===== src/sv/qmm_pkg.sv =====
package qmm_pkg;

	localparam int SW_W     = 2;
	localparam int STICK_W  = 7;
	localparam int ROLL_W   = 11;
	localparam int MOTOR_W  = 15;
	localparam int IDLE_W   = 15;
	localparam int MIN_W    = 11;
	localparam int BASE_W   = 12;
	localparam int GAIN_W   = 6;
	localparam int CFG_IDX_W = 2;
	localparam int CFG_DATA_W = 15;

	// Thrust is at most 4095 + 63 * 127, mixed values stay within 15 bits signed.
	localparam int THRUST_W = 14;
	localparam int MIX_W    = 15;
	localparam int HALF_W   = 10;
	localparam int PROD_W   = THRUST_W + MIN_W;
	localparam int DIV_STEPS = MOTOR_W;
	localparam int DIV_CNT_W = 4;

	localparam logic [SW_W-1:0] SW_UP   = 2'd0;
	localparam logic [SW_W-1:0] SW_MID  = 2'd1;
	localparam logic [SW_W-1:0] SW_DOWN = 2'd2;
	localparam logic [SW_W-1:0] SW_HOLD = 2'd3;

	localparam logic [CFG_IDX_W-1:0] REG_IDLE_PWM    = 2'd0;
	localparam logic [CFG_IDX_W-1:0] REG_MIN_PWM     = 2'd1;
	localparam logic [CFG_IDX_W-1:0] REG_THRUST_BASE = 2'd2;
	localparam logic [CFG_IDX_W-1:0] REG_THRUST_GAIN = 2'd3;

	localparam logic [IDLE_W-1:0]  RST_IDLE_PWM    = 15'd1000;
	localparam logic [MIN_W-1:0]   RST_MIN_PWM     = 11'd1100;
	localparam logic [BASE_W-1:0]  RST_THRUST_BASE = 12'd1100;
	localparam logic [GAIN_W-1:0]  RST_THRUST_GAIN = 6'd10;
	localparam logic [MOTOR_W-1:0] RST_COMPARE     = 15'd1000;

	localparam logic signed [MIX_W-1:0] START_LOWEST = 15'sd2000;
	localparam logic [MOTOR_W-1:0] SAT_MAX = 15'h7fff;

	typedef struct packed {
		logic load_in;
		logic mix;
		logic eval;
		logic mul;
		logic div_load;
		logic div_step;
		logic commit;
	} cmd_t;

	typedef struct packed {
		logic rescale;
	} status_t;

endpackage


===== src/sv/quad_motor_mixer_rescale.sv =====
// The result transfer is offered once the input has passed the mix, evaluate and done states;
// when proportional rescaling runs, the multiply, load and divide states follow before done
// commits (two parallel 15-step restoring dividers). A new item is taken while the previous
// result still waits on the output.
// Reset (arst_n low, asynchronous): registers go to their defaults, all held compare values to
// 1000, no result pending.
module quad_motor_mixer_rescale (
	input  logic        clk,
	input  logic        arst_n,
	input  logic        s_tvalid,
	output logic        s_tready,
	input  logic [23:0] s_tdata,   // stick_thrust[6:0], roll_correction[17:7], zero fill
	input  logic [1:0]  s_tuser,   // switch_pos[1:0]
	output logic        m_tvalid,
	input  logic        m_tready,
	output logic [63:0] m_tdata,   // motor_one[14:0], motor_two[29:15], motor_three[44:30],
	                               // motor_four[59:45], zero fill
	output logic [1:0]  m_tuser,   // rescaled[0], fault[1]
	input  logic        cfg_we,
	input  logic [1:0]  cfg_index,
	input  logic [14:0] cfg_data
);

	qmm_pkg::cmd_t    cmd;
	qmm_pkg::status_t status;

	logic [qmm_pkg::MOTOR_W-1:0] motor_one;
	logic [qmm_pkg::MOTOR_W-1:0] motor_two;
	logic [qmm_pkg::MOTOR_W-1:0] motor_three;
	logic [qmm_pkg::MOTOR_W-1:0] motor_four;
	logic                        rescaled;
	logic                        fault;

	qmm_ctrl u_ctrl (
		.clk       (clk),
		.arst_n    (arst_n),
		.in_valid  (s_tvalid),
		.in_ready  (s_tready),
		.out_valid (m_tvalid),
		.out_ready (m_tready),
		.status    (status),
		.cmd       (cmd)
	);

	qmm_datapath u_datapath (
		.clk             (clk),
		.arst_n          (arst_n),
		.cmd             (cmd),
		.status          (status),
		.switch_pos      (s_tuser),
		.stick_thrust    (s_tdata[6:0]),
		.roll_correction (s_tdata[17:7]),
		.cfg_we          (cfg_we),
		.cfg_index       (cfg_index),
		.cfg_data        (cfg_data),
		.motor_one       (motor_one),
		.motor_two       (motor_two),
		.motor_three     (motor_three),
		.motor_four      (motor_four),
		.rescaled        (rescaled),
		.fault           (fault)
	);

	assign m_tdata = {4'b0000, motor_four, motor_three, motor_two, motor_one};
	assign m_tuser = {fault, rescaled};

endmodule


===== src/sv/qmm_div_lane.sv =====
module qmm_div_lane (
	input  logic                             clk,
	input  logic                             load,
	input  logic                             step,
	input  logic [qmm_pkg::PROD_W-1:0]       dividend,
	input  logic [qmm_pkg::MIN_W-1:0]        divisor,
	output logic [qmm_pkg::MOTOR_W-1:0]      quot
);

	logic [qmm_pkg::MIN_W-1:0]   rem_q;
	logic [qmm_pkg::MOTOR_W-1:0] low_q;
	logic                        ovf_q;
	logic [qmm_pkg::MIN_W:0]     trial;
	logic [qmm_pkg::MIN_W:0]     diff;
	logic                        ge;

	assign trial = {rem_q, low_q[qmm_pkg::MOTOR_W-1]};
	assign ge    = trial >= {1'b0, divisor};
	assign diff  = trial - {1'b0, divisor};

	// The quotient overflows 15 bits exactly when the upper dividend bits reach the divisor.
	always_ff @(posedge clk) begin
		if (load) begin
			ovf_q <= {1'b0, dividend[qmm_pkg::PROD_W-1:qmm_pkg::MOTOR_W]} >= divisor;
			rem_q <= {1'b0, dividend[qmm_pkg::PROD_W-1:qmm_pkg::MOTOR_W]};
			low_q <= dividend[qmm_pkg::MOTOR_W-1:0];
		end else if (step) begin
			rem_q <= ge ? diff[qmm_pkg::MIN_W-1:0] : trial[qmm_pkg::MIN_W-1:0];
			low_q <= {low_q[qmm_pkg::MOTOR_W-2:0], ge};
		end
	end

	assign quot = ovf_q ? qmm_pkg::SAT_MAX : low_q;

endmodule


===== src/sv/qmm_datapath.sv =====
module qmm_datapath (
	input  logic                                clk,
	input  logic                                arst_n,
	input  qmm_pkg::cmd_t                       cmd,
	output qmm_pkg::status_t                    status,
	input  logic [qmm_pkg::SW_W-1:0]            switch_pos,
	input  logic [qmm_pkg::STICK_W-1:0]         stick_thrust,
	input  logic signed [qmm_pkg::ROLL_W-1:0]   roll_correction,
	input  logic                                cfg_we,
	input  logic [qmm_pkg::CFG_IDX_W-1:0]       cfg_index,
	input  logic [qmm_pkg::CFG_DATA_W-1:0]      cfg_data,
	output logic [qmm_pkg::MOTOR_W-1:0]         motor_one,
	output logic [qmm_pkg::MOTOR_W-1:0]         motor_two,
	output logic [qmm_pkg::MOTOR_W-1:0]         motor_three,
	output logic [qmm_pkg::MOTOR_W-1:0]         motor_four,
	output logic                                rescaled,
	output logic                                fault
);

	logic [qmm_pkg::IDLE_W-1:0] idle_q;
	logic [qmm_pkg::MIN_W-1:0]  min_q;
	logic [qmm_pkg::BASE_W-1:0] base_q;
	logic [qmm_pkg::GAIN_W-1:0] gain_q;

	logic [qmm_pkg::SW_W-1:0]          sw_q;
	logic [qmm_pkg::STICK_W-1:0]       stick_q;
	logic signed [qmm_pkg::ROLL_W-1:0] roll_q;

	logic signed [qmm_pkg::MIX_W-1:0] mix_a_q;
	logic signed [qmm_pkg::MIX_W-1:0] mix_b_q;
	logic [qmm_pkg::MIN_W-1:0]        lowest_q;
	logic                             fault_q;
	logic                             rescale_q;
	logic [qmm_pkg::PROD_W-1:0]       prod_a_q;
	logic [qmm_pkg::PROD_W-1:0]       prod_b_q;

	logic [qmm_pkg::MOTOR_W-1:0] held_q [4];
	logic                        out_rescaled_q;
	logic                        out_fault_q;

	logic [qmm_pkg::STICK_W+qmm_pkg::GAIN_W-1:0] thrust_prod;
	logic [qmm_pkg::THRUST_W-1:0]                thrust;
	logic [qmm_pkg::ROLL_W-1:0]                  roll_adj;
	logic [qmm_pkg::HALF_W-1:0]                  half;
	logic signed [qmm_pkg::MIX_W-1:0]            half_ext;
	logic signed [qmm_pkg::MIX_W-1:0]            thrust_ext;
	logic signed [qmm_pkg::MIX_W-1:0]            low_ab;
	logic signed [qmm_pkg::MIX_W-1:0]            lowest;
	logic signed [qmm_pkg::MIX_W-1:0]            min_ext;
	logic [qmm_pkg::MOTOR_W-1:0]                 quot_a;
	logic [qmm_pkg::MOTOR_W-1:0]                 quot_b;
	logic [qmm_pkg::MOTOR_W-1:0]                 new_a;
	logic [qmm_pkg::MOTOR_W-1:0]                 new_b;

	always_ff @(posedge clk or negedge arst_n) begin
		if (!arst_n) begin
			idle_q <= qmm_pkg::RST_IDLE_PWM;
			min_q  <= qmm_pkg::RST_MIN_PWM;
			base_q <= qmm_pkg::RST_THRUST_BASE;
			gain_q <= qmm_pkg::RST_THRUST_GAIN;
		end else if (cfg_we) begin
			case (cfg_index)
				qmm_pkg::REG_IDLE_PWM:    idle_q <= cfg_data[qmm_pkg::IDLE_W-1:0];
				qmm_pkg::REG_MIN_PWM:     min_q  <= cfg_data[qmm_pkg::MIN_W-1:0];
				qmm_pkg::REG_THRUST_BASE: base_q <= cfg_data[qmm_pkg::BASE_W-1:0];
				qmm_pkg::REG_THRUST_GAIN: gain_q <= cfg_data[qmm_pkg::GAIN_W-1:0];
				default: ;
			endcase
		end
	end

	// Mixing: half the roll, rounded toward zero by adding one before the shift when negative.
	assign thrust_prod = gain_q * stick_q;
	assign thrust      = {2'b00, base_q} + {1'b0, thrust_prod};
	assign roll_adj    = roll_q + {{(qmm_pkg::ROLL_W-1){1'b0}}, roll_q[qmm_pkg::ROLL_W-1]};
	assign half        = roll_adj[qmm_pkg::ROLL_W-1:1];
	assign half_ext    = {{(qmm_pkg::MIX_W-qmm_pkg::HALF_W){half[qmm_pkg::HALF_W-1]}}, half};
	assign thrust_ext  = {1'b0, thrust};

	assign low_ab  = (mix_a_q < mix_b_q) ? mix_a_q : mix_b_q;
	assign lowest  = (low_ab < qmm_pkg::START_LOWEST) ? low_ab : qmm_pkg::START_LOWEST;
	assign min_ext = {4'b0000, min_q};

	always_ff @(posedge clk) begin
		if (cmd.load_in) begin
			sw_q    <= switch_pos;
			stick_q <= stick_thrust;
			roll_q  <= roll_correction;
		end
		if (cmd.mix) begin
			mix_a_q <= thrust_ext - half_ext;
			mix_b_q <= thrust_ext + half_ext;
		end
		if (cmd.eval) begin
			lowest_q  <= lowest[qmm_pkg::MIN_W-1:0];
			fault_q   <= (sw_q == qmm_pkg::SW_DOWN) && (lowest <= 0);
			rescale_q <= (sw_q == qmm_pkg::SW_DOWN) && (lowest > 0) && (lowest < min_ext);
		end
		if (cmd.mul) begin
			prod_a_q <= qmm_pkg::PROD_W'(mix_a_q[qmm_pkg::THRUST_W-1:0]) *
				qmm_pkg::PROD_W'(min_q);
			prod_b_q <= qmm_pkg::PROD_W'(mix_b_q[qmm_pkg::THRUST_W-1:0]) *
				qmm_pkg::PROD_W'(min_q);
		end
	end

	qmm_div_lane u_div_a (
		.clk      (clk),
		.load     (cmd.div_load),
		.step     (cmd.div_step),
		.dividend (prod_a_q),
		.divisor  (lowest_q),
		.quot     (quot_a)
	);

	qmm_div_lane u_div_b (
		.clk      (clk),
		.load     (cmd.div_load),
		.step     (cmd.div_step),
		.dividend (prod_b_q),
		.divisor  (lowest_q),
		.quot     (quot_b)
	);

	always_comb begin
		if (fault_q) begin
			new_a = {4'b0000, min_q};
			new_b = {4'b0000, min_q};
		end else if (rescale_q) begin
			new_a = quot_a;
			new_b = quot_b;
		end else begin
			new_a = mix_a_q[qmm_pkg::MOTOR_W-1:0];
			new_b = mix_b_q[qmm_pkg::MOTOR_W-1:0];
		end
	end

	// The held compare values double as the output register.
	always_ff @(posedge clk or negedge arst_n) begin
		if (!arst_n) begin
			for (int i = 0; i < 4; i++) begin
				held_q[i] <= qmm_pkg::RST_COMPARE;
			end
		end else if (cmd.commit) begin
			case (sw_q)
				qmm_pkg::SW_UP, qmm_pkg::SW_MID: begin
					for (int i = 0; i < 4; i++) begin
						held_q[i] <= idle_q;
					end
				end
				qmm_pkg::SW_DOWN: begin
					held_q[0] <= new_a;
					held_q[1] <= new_a;
					held_q[2] <= new_b;
					held_q[3] <= new_b;
				end
				default: ;
			endcase
		end
	end

	always_ff @(posedge clk) begin
		if (cmd.commit) begin
			out_rescaled_q <= rescale_q;
			out_fault_q    <= fault_q;
		end
	end

	assign status.rescale = rescale_q;

	assign motor_one   = held_q[0];
	assign motor_two   = held_q[1];
	assign motor_three = held_q[2];
	assign motor_four  = held_q[3];
	assign rescaled    = out_rescaled_q;
	assign fault       = out_fault_q;

endmodule


===== src/sv/qmm_ctrl.sv =====
module qmm_ctrl (
	input  logic             clk,
	input  logic             arst_n,
	input  logic             in_valid,
	output logic             in_ready,
	output logic             out_valid,
	input  logic             out_ready,
	input  qmm_pkg::status_t status,
	output qmm_pkg::cmd_t    cmd
);

	localparam logic [2:0] S_IDLE = 3'd0;
	localparam logic [2:0] S_MIX  = 3'd1;
	localparam logic [2:0] S_EVAL = 3'd2;
	localparam logic [2:0] S_MUL  = 3'd3;
	localparam logic [2:0] S_LOAD = 3'd4;
	localparam logic [2:0] S_DIV  = 3'd5;
	localparam logic [2:0] S_DONE = 3'd6;

	logic [2:0]                      state_q;
	logic [2:0]                      state_d;
	logic [qmm_pkg::DIV_CNT_W-1:0]   cnt_q;
	logic                            out_valid_q;
	logic                            slot_free;
	logic                            last_step;

	assign slot_free = !out_valid_q || out_ready;
	assign last_step = cnt_q == qmm_pkg::DIV_CNT_W'(qmm_pkg::DIV_STEPS - 1);
	assign in_ready  = state_q == S_IDLE;
	assign out_valid = out_valid_q;

	always_comb begin
		cmd      = '0;
		state_d  = state_q;
		case (state_q)
			S_IDLE: begin
				cmd.load_in = in_valid;
				if (in_valid) begin
					state_d = S_MIX;
				end
			end
			S_MIX: begin
				cmd.mix = 1'b1;
				state_d = S_EVAL;
			end
			S_EVAL: begin
				cmd.eval = 1'b1;
				state_d  = S_DONE;
			end
			S_MUL: begin
				cmd.mul = 1'b1;
				state_d = S_LOAD;
			end
			S_LOAD: begin
				cmd.div_load = 1'b1;
				state_d      = S_DIV;
			end
			S_DIV: begin
				cmd.div_step = 1'b1;
				if (last_step) begin
					state_d = S_DONE;
				end
			end
			S_DONE: begin
				// A mix that needs rescaling is routed through the dividers before the commit.
				if (status.rescale && cnt_q == '0) begin
					state_d = S_MUL;
				end else begin
					cmd.commit = slot_free;
					if (slot_free) begin
						state_d = S_IDLE;
					end
				end
			end
			default: begin
				state_d = S_IDLE;
			end
		endcase
	end

	always_ff @(posedge clk or negedge arst_n) begin
		if (!arst_n) begin
			state_q     <= S_IDLE;
			cnt_q       <= '0;
			out_valid_q <= 1'b0;
		end else begin
			state_q <= state_d;
			if (state_q == S_DIV) begin
				cnt_q <= last_step ? cnt_q : cnt_q + 1'b1;
			end else if (state_q == S_IDLE) begin
				cnt_q <= '0;
			end
			if (cmd.commit) begin
				out_valid_q <= 1'b1;
			end else if (out_ready) begin
				out_valid_q <= 1'b0;
			end
		end
	end

endmodule


===== config.mk =====
export PLATFORM = sky130hd
export DESIGN_NAME = quad_motor_mixer_rescale
export DESIGN_NICKNAME = d
export VERILOG_FILES = /design/src/sv/qmm_pkg.sv /design/src/sv/quad_motor_mixer_rescale.sv /design/src/sv/qmm_div_lane.sv /design/src/sv/qmm_datapath.sv /design/src/sv/qmm_ctrl.sv
export SDC_FILE = /design/constraint.sdc
export NUM_CORES = 1
export LEC_CHECK = 0
export BUFFER_PORTS_ARGS = -buffer_cell sky130_fd_sc_hd__buf_4
export CORE_ASPECT_RATIO = 0.6
export CORE_MARGIN = 3
export CORE_UTILIZATION = 35
export DETAILED_ROUTE_END_ITERATION = 8
export PLACE_DENSITY_LB_ADDON = 0.1
export RECOVER_POWER = 50
export SLEW_MARGIN = 20
export SYNTH_ARGS = -nofsm -noshare
export SYNTH_HDL_FRONTEND = slang
export SYNTH_SLANG_ARGS = --single-unit

===== constraint.sdc =====
create_clock -name clk -period 5.2 [get_ports clk]
set_input_delay 0.52 -clock clk [delete_from_list [all_inputs] [get_ports clk]]
set_output_delay 0.52 -clock clk [all_outputs]
set_load 0.03 [all_outputs]

# After elaboration in Yosys (flattened, before gate mapping)
# Index checks and enable logic that the tools add are counted.
[op_classes]
magnitude_cmp = 9
n_eq_ne = 16
n_mux = 37
multipliers = 3
add_sub_neg = 7
reduce_logical = 22
[ops]
columns = ["op", "count"]
rows = [
  ["$mux W15", 12],
  ["$pmux W60 S2", 1],
  ["$mul A14 B11 Y25", 2],
  ["$mux W10", 4],
  ["$ge A12 B11 Y1", 2],
  ["$ge A10 B11 Y1", 2],
  ["$mux W11", 2],
  ["$sub A11 B11 Y11", 2],
  ["$pmux W3 S7", 1],
  ["$add A15 B10 Y15", 1],
  ["$gt A15 B1 Y1 const B", 1],
  ["$le A15 B1 Y1 const B", 1],
  ["$lt A15 B12 Y1", 1],
  ["$lt A15 B12 Y1 const B", 1],
  ["$lt A15 B15 Y1", 1],
  ["$sub A15 B10 Y15", 1],
  ["$add A12 B13 Y14", 1],
  ["$mul A6 B7 Y13", 1],
  ["$mux W3", 4],
  ["$mux W4", 3],
  ["$reduce_and A2 Y1", 6],
  ["$add A11 B1 Y11", 1],
  ["$mux W1", 10],
  ["$eq A3 B3 Y1 const B", 3],
  ["18 further kinds", 30],
]
[word_totals]
ff_bits = 281
word_cells = 125
output_inout_bits = 68
input_bits = 48

# Longest topological paths before layout
# Gate-level depths: netlist (run 1).
[logic_depth]
depth_word = 7
ltp_mapped = 23

# By module
# Synthesis (run 1) repeated with hierarchy kept, for this count alone.
[unflattened]
hier_cells = 2618
area_unflattened_um2 = 25844.8
[by_module_without_submodules]
columns = ["mod", "cells_each", "n_inst", "area_each_um2", "seq_area_each_um2"]
rows = [
  ["qmm_datapath", 2122, 1, 20746.1, 5280.1],
  ["qmm_div_lane", 218, 2, 2248.4, 800.8],
  ["qmm_ctrl", 53, 1, 553.0, 200.2],
  ["quad_motor_mixer_rescale", 7, 1, 48.8, 0.0],
]

# Worst setup path before layout (run 1)
# OpenSTA, ideal clock, no wires.
[synth_timing]
path_type = "reg-to-reg"
from = "reg u_datapath.min_q[10] (netlist name)"
to = "reg u_datapath.prod_b_q[23] (netlist name) (data pin)"
n_path_buf = 2
arrival_ns = 5.398
stages_incl_launch_ff = 21
path_slack_ns = -0.456
t_required_ns = 4.942
setup_time_ns = 0.258
path_cell_list = "dfstp_2 clkbuf_1 clkbuf_1 nand2_1 fa_1 inv_1 fa_1 inv_1 fa_1 fa_1 fa_1 inv_1 ha_1 a21o_1 a211oi_1 nand3b_1 o21ai_1 o21ai_1 a211o_1 a21oi_1 xnor2_1"
[synth_via]
elab_chain_len = 1
[synth_rtl]
columns = ["element", "line_no", "rtl"]
rows = [
  ["from (decl)", "qmm_datapath.sv:21", "logic [qmm_pkg::MIN_W-1:0] min_q;"],
  ["from (signal assigned)", "qmm_datapath.sv:58", "min_q <= qmm_pkg::RST_MIN_PWM;"],
  ["from (signal assigned)", "qmm_datapath.sv:64", "qmm_pkg::REG_MIN_PWM: min_q <= cfg_data[qmm_pkg::MIN_W-1:0];"],
  ["$mul A14 B11 Y25", "qmm_datapath.sv:102", "prod_b_q <= qmm_pkg::PROD_W'(mix_b_q[qmm_pkg::THRUST_W-1:0]) *"],
  ["to (signal assigned)", "qmm_datapath.sv:102", ""],
  ["to (decl)", "qmm_datapath.sv:35", "logic [qmm_pkg::PROD_W-1:0] prod_b_q;"],
]
# Every way passes these cells.
# A chain may end at the register's enable or synchronous reset.

# Worst setup path after layout (run 1)
[layout_timing]
from = "reg u_datapath.min_q[3] (netlist name)"
to = "reg u_datapath.prod_b_q[24] (netlist name) (data pin)"
# Same word-level chain as after synthesis.

==> flow_metrics.tcl, run 1 <==
set metrics [dict create \
    die_w_um 351 \
    cts_made_buffers 29 \
    grt_setup_unrepaired "yes" \
    crit_path_start "u_datapath.min_q[3]$_DFFE_PN1P_" \
    netlist_top_cells_count "inv_1 (378), nand2_1 (357), ha_1 (255)" \
    grt_usage_pct 21.0 \
    grt-ovfl-total 0 \
    via_per_inst 5.00 \
    critPathMaxFanout 8 \
    grt-busiest-layer "met1" \
    synthCells 2587 \
    slew_violations 115 \
    synth.ff_latch_count 249 \
    clkLatencyLatePin_ps 600 \
    synth_ff_type "edfxtp_1" \
    core-area_um2 70200 \
    netlist_area_um2 25000 \
    nFillCells 6806 \
    num_io_pins 116 \
    cp-end-kind "register" \
    nets 3477 \
    hold_path_class "input port to register" \
    dieArea_um2 74700 \
    synth.avg_cell_area_um2 9.65 \
    clock.fmax_mhz 183 \
    io_buffers 105 \
    setup_ws_ps -253 \
    max_slew.worst_pin.slew_ps 3130 \
    worstPathRequired_ps 5530 \
    grt_pass1_wl_um 118000 \
    drtPass1Iterations 5 \
    fin_crit_ps 5450 \
    num_rows 75 \
    die_height_um 213 \
    synth_area_leaders "fa_1 (20%), edfxtp_1 (20%), ha_1 (13%)" \
    dp.final_hpwl_um 63600 \
    synth_edf_count 165 \
    clock-sinks 249 \
    yosysWarnings 0 \
    routed_wl_um 79900 \
    ys_seq_area_share_pct 28.4 \
    critPathLaunchType "register" \
    area_growth_pct 24.4 \
    drive_gt1_share_pct 26.4 \
    root_buffer "clkbuf_16" \
    drt-initial-drc-count 1409 \
    cts_buffer_depth 3 \
    start_util_pct 35.6 \
    synth.distinct_cells 75 \
    drc 0 \
    num_vias 19353 \
    cap_violations 3 \
    place_congestion 0.929 \
    grtUsageMet2_pct 28.0 \
    post-route-period-util_pct 105 \
    clk_pin_slew_ps 70 \
    fin_area_um2 31100 \
    final_util_pct 44.2 \
    cp.arrival_ps 5780 \
    finalClockSkew_ps 34.4 \
    synth-async-reset-ratio_pct 32.9 \
    hp-start "s_tdata[0]" \
    synth_top_area_share_pct 19.9 \
    grt_pass1_vias 19016 \
    status "complete, but fails checks" \
    yosysTopAreaCell "fa_1" \
    drt-wirelength-per-cell_um 20.6 \
    cts_tree "done" \
    antenna_found_initial 8 \
    dpl_cell_area_um2 28700 \
    reg2reg_from "u_datapath.min_q[3]$_DFFE_PN1P_" \
    final_hold_viol_count 0 \
    grt_util_met1_pct 34.7 \
    yosys.cell_count.top_type "inv_1" \
    violations "capacitance limit, slew limit, setup timing" \
    grt.met3_usage_pct 4.45 \
    criticalPathCategory "register to register" \
    grt_max_degree 50 \
    slew_headroom_pct -108 \
    finalSetupViolCount 17 \
    ant_nets 0 \
    h-tree-depth 1 \
]
critical path, cell delays in order (launching register included):
cell       delay (ps)
dfstp_2           570
buf_12            160
buf_6             120
nand2_4            40
fa_1              520
fa_1              440
fa_1              540
fa_1              540
inv_2              40
fa_1              580
ha_4              230
a2111oi_4         320
o21ai_2           120
nand3_2           130
a31oi_4           130
a2111oi_4         330
o21bai_1          140
a21oi_1           160
xnor2_1            80
sequential cells by signal, indices dropped and copies added, names as in the netlist, 2 cells and up:
signal,cells
u_datapath.lowest_q,11
u_datapath.u_div_b.rem_q,11
u_datapath.min_q,11
u_datapath.u_div_a.rem_q,11
u_ctrl.state_q,3
u_datapath.mix_a_q,15
u_datapath.u_div_a.low_q,15
u_datapath.prod_a_q,24
u_ctrl.cnt_q,4
u_datapath.prod_b_q,25
u_datapath.base_q,12
u_datapath.gain_q,6
u_datapath.motor_four,15
u_datapath.roll_q,11
u_datapath.motor_two,15
u_datapath.sw_q,2
u_datapath.stick_q,7
u_datapath.u_div_b.low_q,15
u_datapath.mix_b_q,14
u_datapath.idle_q,15
worst paths after layout:
check / endpoint / slack, ps / cells past startpoint
setup / recovery: u_datapath.prod_b_q[24]$_DFFE_PN_ / -250 / 18
hold / removal: u_datapath.stick_q[0]$_DFFE_PP_ / 120 / 1
setup reg to reg: u_datapath.prod_b_q[24]$_DFFE_PN_ / -250 / 18
hold reg to reg: u_datapath.u_div_b.rem_q[10]$_SDFFE_PP0P_ / 470 / 2
max in group asynchronous: u_datapath.min_q[5]$_DFFE_PN0P_ / 1920 / 3
min in group asynchronous: u_datapath.motor_four[10]$_DFFE_PN0P_ / 990 / 2
layout by cell type, fill, tap and decap left out, types with 23 or more instances in the layout:
cell type    n
a21oi_1     91
and2_1      87
buf_4      326
buf_6       24
clkbuf_1    53
clkbuf_16   34
dfrtp_1     52
dfstp_2     27
edfxtp_1   165
fa_1       230
ha_1       220
ha_4        27
inv_1      341
inv_2       37
mux2_2      67
nand2_1    338
nand3_1     28
nor2_1     131
nor2b_1     23
o21ai_0     60
o22ai_1     26
xnor2_1     63
xor2_1      24
layer usage:
| metal | share of wire [%] | vias to the layer above |
|---|---|---|
| met4 | 1.3 | 0 |
| li1 | - | 9144 |
| met2 | 39 | 487 |
| met5 | 0 | - |
| met1 | 53 | 9671 |
| met3 | 7.2 | 51 |
stage by stage:
stage | setup TNS [ps] | worst slack, ps | std cells | hold WS (ps)
floorplan | -225 | -77.1 | 2590 | 224
global placement | -6300 | -376 | 3767 | 443
detailed placement | -6740 | -437 | 3767 | 453
CTS | -2480 | -251 | 3845 | 60.7
global route | -6140 | -387 | 3872 | 92.9
finish | -2170 | -253 | 3874 | 125
area by class of cell:
cell class	count	area (um2)	area share [%]
sequential	249	7090	22.8
clock buffer	40	852	2.74
tap	924	1160	3.72
clock inverter	13	91.3	0.294
timing repair buffer	439	3470	11.2
inverter	385	1460	4.69
multi-input combinational	1822	16900	54.5
antenna	2	5.00	0.0161
cells by family after synthesis:
kind of cell | count (synthesis) | synth area share, %
buffers and inverters | 519 | 8.41
AO/OA/AOI/OAI | 364 | 9.30
adder cells (fa/ha/maj) | 503 | 32.7
flip-flops | 249 | 28.4
XOR/XNOR | 96 | 3.37
other | 1 | 0.0150
AND/OR/NAND/NOR | 767 | 14.0
multiplexers | 88 | 3.88
repair_timing:
item / in CTS / in global routing
gates resized for setup: 140 / 152
setup endpoints to repair: 31 / 35
endpoints found under the hold margin: 25 / 0
cloned: 1 / 1
setup buffers: 24 / 31
pin swaps: 105 / 140
hold buffers: 1 / 0
Power of run 1 is left out: the tool's default activity adds up to more than one toggle a clock period on the data nets, which glitch-free logic cannot reach.
==> run 2, diff against run 1 <==
--- a/config.mk
+++ b/config.mk
@@ -9,6 +9,7 @@
 export CORE_ASPECT_RATIO = 0.6
 export CORE_MARGIN = 3
 export CORE_UTILIZATION = 35
+export CTS_BUF_LIST = sky130_fd_sc_hd__clkbuf_8
 export DETAILED_ROUTE_END_ITERATION = 8
 export PLACE_DENSITY_LB_ADDON = 0.1
 export RECOVER_POWER = 50
==> constraint.sdc (replaced) <==
create_clock -name clk -period 5.25 [get_ports clk]
set_input_delay 0.525 -clock clk [delete_from_list [all_inputs] [get_ports clk]]
set_output_delay 0.525 -clock clk [all_outputs]
set_load 0.03 [all_outputs]
==> flow_metrics.tcl, run 2 (synthesized netlist as in run 1, its figures left out) <==
set metrics [dict create \
    slew_headroom_pct 24.7 \
    antenna_found_initial 5 \
    nets 3494 \
    die_height_um 213 \
    cap_violations 0 \
    critPathMaxFanout 6 \
    cts_made_buffers 44 \
    drc 0 \
    drtPass1Iterations 5 \
    cpMostUsedCell "fa_1" \
    ant_nets 0 \
    final_common_cell "inv_1" \
    mostFrequentLayoutCells "inv_1 (368), buf_4 (350), nand2_1 (340), fa_1 (236), ha_1 (224)" \
    core-area_um2 70200 \
    cp.arrival_ps 6050 \
    nFillCells 6825 \
    place_congestion 0.894 \
    cts_tree "done" \
    final_util_pct 44.2 \
    critical-path-max-stage-delay_ps 630 \
    clock.fmax_mhz 179 \
    grt_setup_unrepaired "yes" \
    num_io_pins 116 \
    fin_crit_ps 5580 \
    status "complete, but fails checks" \
    hold_path_class "input port to register" \
    final_hold_viol_count 0 \
    largest-register "u_datapath.prod_b_q" \
    cts_buffer_depth 3 \
    criticalPathCategory "register to register" \
    largestRegisters "u_datapath.prod_b_q (25), u_datapath.prod_a_q (24)" \
    routed_wl_um 78900 \
    setup_ws_ps -330 \
    drt-wirelength-per-cell_um 20.2 \
    grt-ovfl-total 0 \
    violations "setup timing" \
    path_cells "buf_12 -> clkbuf_16 -> nand2_1 -> fa_1 -> fa_1 -> inv_1 -> fa_1 -> fa_1 -> fa_1 -> ha_4 -> nand4_1 -> buf_4 -> o2bb2ai_2 -> a21oi_2 -> a31oi_2 -> or3b_4 -> a2111o_1 -> nand3_2" \
    via_per_inst 5.01 \
    finalSetupViolCount 22 \
    largest_reg_flops 25 \
    clkLatencyLatePin_ps 680 \
    multi_input_area_um2 16800 \
    dpl_cell_area_um2 28600 \
    cp_slowest_cell "dfstp_2" \
    critPathLaunchType "register" \
    io_buffers 105 \
    start_util_pct 35.6 \
    regArea_um2 7080 \
    dieArea_um2 74700 \
    max_slew.worst_pin.slew_ps 1130 \
    finalClockSkew_ps 79.0 \
    grt_pass1_vias 19775 \
    clk_pin_slew_ps 70 \
    cp-end-kind "register" \
    num_vias 19552 \
    h-tree-depth 2 \
    drt-initial-drc-count 1378 \
    worstPathRequired_ps 5720 \
    dp.final_hpwl_um 63100 \
    slew_violations 0 \
    drive_gt1_share_pct 26.0 \
    grt_max_degree 69 \
    grt_usage_pct 21.1 \
    area_growth_pct 24.3 \
    num_rows 75 \
    die_w_um 351 \
    post-route-period-util_pct 106 \
    clock-sinks 249 \
    root_buffer "clkbuf_8" \
    grt_pass1_wl_um 120000 \
    fin_area_um2 31000 \
]
-- run 2: critical path, delay by kind of cell (launching register included) --
| kind | cells | cell delay (ps) |
|---|---|---|
| buf+inv | 4 | 490 |
| compound gates | 4 | 820 |
| simple gates | 4 | 710 |
| flops | 1 | 630 |
| fa+ha+maj | 6 | 2720 |
-- run 2: routing by layer --
metal  part of all wire (%)  GRT usage [%]  vias up
met2                     39           29.1      487
li1                       -              -     9176
met1                     53           33.9     9815
met3                    6.9           3.99       74
met5                      0              0        -
met4                    1.3           3.79        0
-- run 2: path summary, 6_finish.rpt --
check	slack (ps)	to	cells after the start	start
worst max-delay path	-330	u_datapath.prod_a_q[24]$_DFFE_PN_	18	u_datapath.min_q[3]$_DFFE_PN1P_
worst min-delay path	120	u_datapath.idle_q[12]$_DFFE_PN0P_	2	cfg_data[12]
worst max register to register	-330	u_datapath.prod_a_q[24]$_DFFE_PN_	18	u_datapath.min_q[3]$_DFFE_PN1P_
worst min register to register	440	u_datapath.u_div_a.low_q[10]$_DFFE_PP_	2	u_datapath.prod_a_q[10]$_DFFE_PN_
max in group asynchronous	3300	u_datapath.min_q[5]$_DFFE_PN0P_	3	arst_n
min in group asynchronous	490	u_ctrl.state_q[1]$_DFFE_PN0P_	2	arst_n
-- run 2: what timing repair did --
item | CTS | global route
setup endpoints to repair | 28 | 35
resized for setup | 125 | 117
pin swaps | 92 | 102
endpoints found under the hold margin | 33 | 0
gates cloned | 1 | 2
hold buffers | 20 | 0
setup buffers | 20 | 27
-- run 2: metrics by stage --
step / hold WS [ps] / setup slack (ps) / TNS, ps / instances
2_1_floorplan: 229 / -27.1 / -27.1 / 2590
3_3_place_gp: 388 / -405 / -5920 / 3752
3_5_place_dp: 392 / -443 / -6910 / 3752
4_1_cts: 5.24 / -309 / -2660 / 3873
5_1_grt: 83.8 / -538 / -9260 / 3901
6_report: 115 / -330 / -3120 / 3902
-- run 2: area by class of cell --
cell class	count	area share (%)
timing repair buffer	441	11.9
clock inverter	30	0.440
clock buffer	50	2.22
sequential	249	22.8
inverter	385	4.68
antenna	1	0.00807
tap	924	3.73
multi-input combinational	1822	54.2
Power of run 2 is left out for the same reason.
==> run 3, diff against run 2 <==
==> constraint.sdc (replaced) <==
create_clock -name clk -period 6.8 [get_ports clk]
set_input_delay 1.36 -clock clk [delete_from_list [all_inputs] [get_ports clk]]
set_output_delay 1.36 -clock clk [all_outputs]
set_load 0.03 [all_outputs]
==> flow_metrics.tcl, run 3 (synthesized netlist as in run 1, its figures left out) <==
set metrics [dict create \
    cts_resized 0 \
    max_slew.worst_pin.slew_ps 3590 \
    ant_nets 0 \
    largestRegisters "u_datapath.prod_b_q (25), u_datapath.prod_a_q (24)" \
    final_hold_viol_count 0 \
    violations "capacitance limit, slew limit" \
    drt-wirelength-per-cell_um 20.8 \
    dp_slack_ps 713 \
    drc 0 \
    fin_cells 3619 \
    mostFrequentLayoutCells "inv_1 (395), nand2_1 (357), ha_1 (255), fa_1 (248), edfxtp_1 (165)" \
    grt-ovfl-total 0 \
    routed_wl_um 75200 \
    path_cells "inv_1 -> nor2_1 -> fa_1 -> inv_1 -> fa_1 -> inv_1 -> fa_1 -> fa_1 -> inv_1 -> fa_1 -> inv_1 -> ha_1 -> a21o_1 -> a211oi_1 -> nand3b_1 -> o21ai_1 -> o21ai_1 -> a211o_1 -> a21oi_1 -> xnor2_1" \
    critPathBufInv 5 \
    num_rows 75 \
    hold_path_class "register to register" \
    drtPass1Iterations 6 \
    finalSetupViolCount 0 \
    fin_crit_ps 6160 \
    num_io_pins 116 \
    root_buffer "clkbuf_8" \
    cts_hold_buf 0 \
    start_util_pct 35.6 \
    clkLatencyLatePin_ps 640 \
    slew_violations 261 \
    dp.final_hpwl_um 60000 \
    grt_usage_pct 20.2 \
    core-area_um2 70200 \
    cts_made_buffers 43 \
    nets 3209 \
    via_per_inst 5.10 \
    status "complete, but fails checks" \
    final.setup.tns_ps 0 \
    num_vias 18449 \
    clock-sinks 249 \
    critical-path-max-stage-delay_ps 700 \
    cp-end-kind "register" \
    largest-register "u_datapath.prod_b_q" \
    worstPathRequired_ps 7180 \
    slew_headroom_pct -140 \
    grt_pass1_vias 18336 \
    critPathLaunchType "register" \
    die_w_um 351 \
    die_height_um 213 \
    setup_ws_ps 643 \
    io_buffers 105 \
    cts_tree "done" \
    post-route-period-util_pct 90.5 \
    grt_pass1_wl_um 114000 \
    place_congestion 0.859 \
    place_inst 3537 \
    grt_max_degree 65 \
    clk_pin_slew_ps 70 \
    critical_path.top_delay_family "adder cells" \
    drt-initial-drc-count 1479 \
    cts_setup_buffers 0 \
    area_growth_pct 10.0 \
    dieArea_um2 74700 \
    critPathMaxFanout 10 \
    largest_reg_flops 25 \
    cp_slowest_cell "edfxtp_1" \
    cts_buffer_depth 3 \
    grt_setup_unrepaired "no" \
    h-tree-depth 2 \
    antenna_found_initial 5 \
    criticalPathCategory "register to register" \
    drive_gt1_share_pct 12.2 \
    finalClockSkew_ps 41.5 \
    final_common_cell "inv_1" \
    cap_violations 7 \
    cp.arrival_ps 6540 \
    clock.fmax_mhz 162 \
]
## run 3: cell type report
class	instances	area (um2)
clock inverters	30	169
fillers	7088	42700
multi-input cells	1822	15800
repair buffers	157	1130
flip-flops and latches	249	7080
diodes	3	7.51
well taps	924	1160
clock buffers	49	674
inverters	385	1450
## run 3: path summary, 6_finish.rpt
kind,startpoint,endpoint,slack (ps),cells after the start
setup / recovery,u_datapath.mix_b_q[4]$_DFFE_PP_,u_datapath.prod_b_q[23]$_DFFE_PN_,640,20
setup reg to reg,u_datapath.mix_b_q[4]$_DFFE_PP_,u_datapath.prod_b_q[23]$_DFFE_PN_,640,20
min in group asynchronous,arst_n,u_ctrl.out_valid$_DFFE_PN0P_,960,1
max in group asynchronous,arst_n,u_datapath.min_q[4]$_DFFE_PN0P_,2060,2
hold / removal,u_datapath.u_div_b.rem_q[10]$_SDFFE_PP0P_,u_datapath.u_div_b.rem_q[10]$_SDFFE_PP0P_,480,2
hold reg to reg,u_datapath.u_div_b.rem_q[10]$_SDFFE_PP0P_,u_datapath.u_div_b.rem_q[10]$_SDFFE_PP0P_,480,2
## run 3: metrics by stage
stage                     hold slack, ps  utilization [%]  instance area, um2
final                                476             39.1               27500
after global routing                 505             39.1               27500
after CTS                            480             39.2               27500
after detailed placement             464             38.0               26700
after global placement               444             38.0               26700
after floorplan                      421                -               25000
## run 3: worst reg2reg max path: stages (launching register included)
cell      delay [ps]
edfxtp_1         700
inv_1            390
nor2_1           110
fa_1             530
inv_1             60
fa_1             530
inv_1             60
fa_1             500
fa_1             550
inv_1             50
fa_1             530
inv_1             40
ha_1             230
a21o_1           190
a211oi_1         330
nand3b_1         160
o21ai_1          250
o21ai_1          190
a211o_1          290
a21oi_1          170
xnor2_1           90
## run 3: metal layers
metal / up-vias / global-route usage (%) / routed length [um]
met4: 0 / 3.55 / 1170
met5: - / 0 / 0
li1: 8609 / - / -
met1: 9225 / 32.5 / 39200
met2: 534 / 26.3 / 28100
met3: 81 / 5.94 / 6830
Power of run 3 is left out for the same reason.
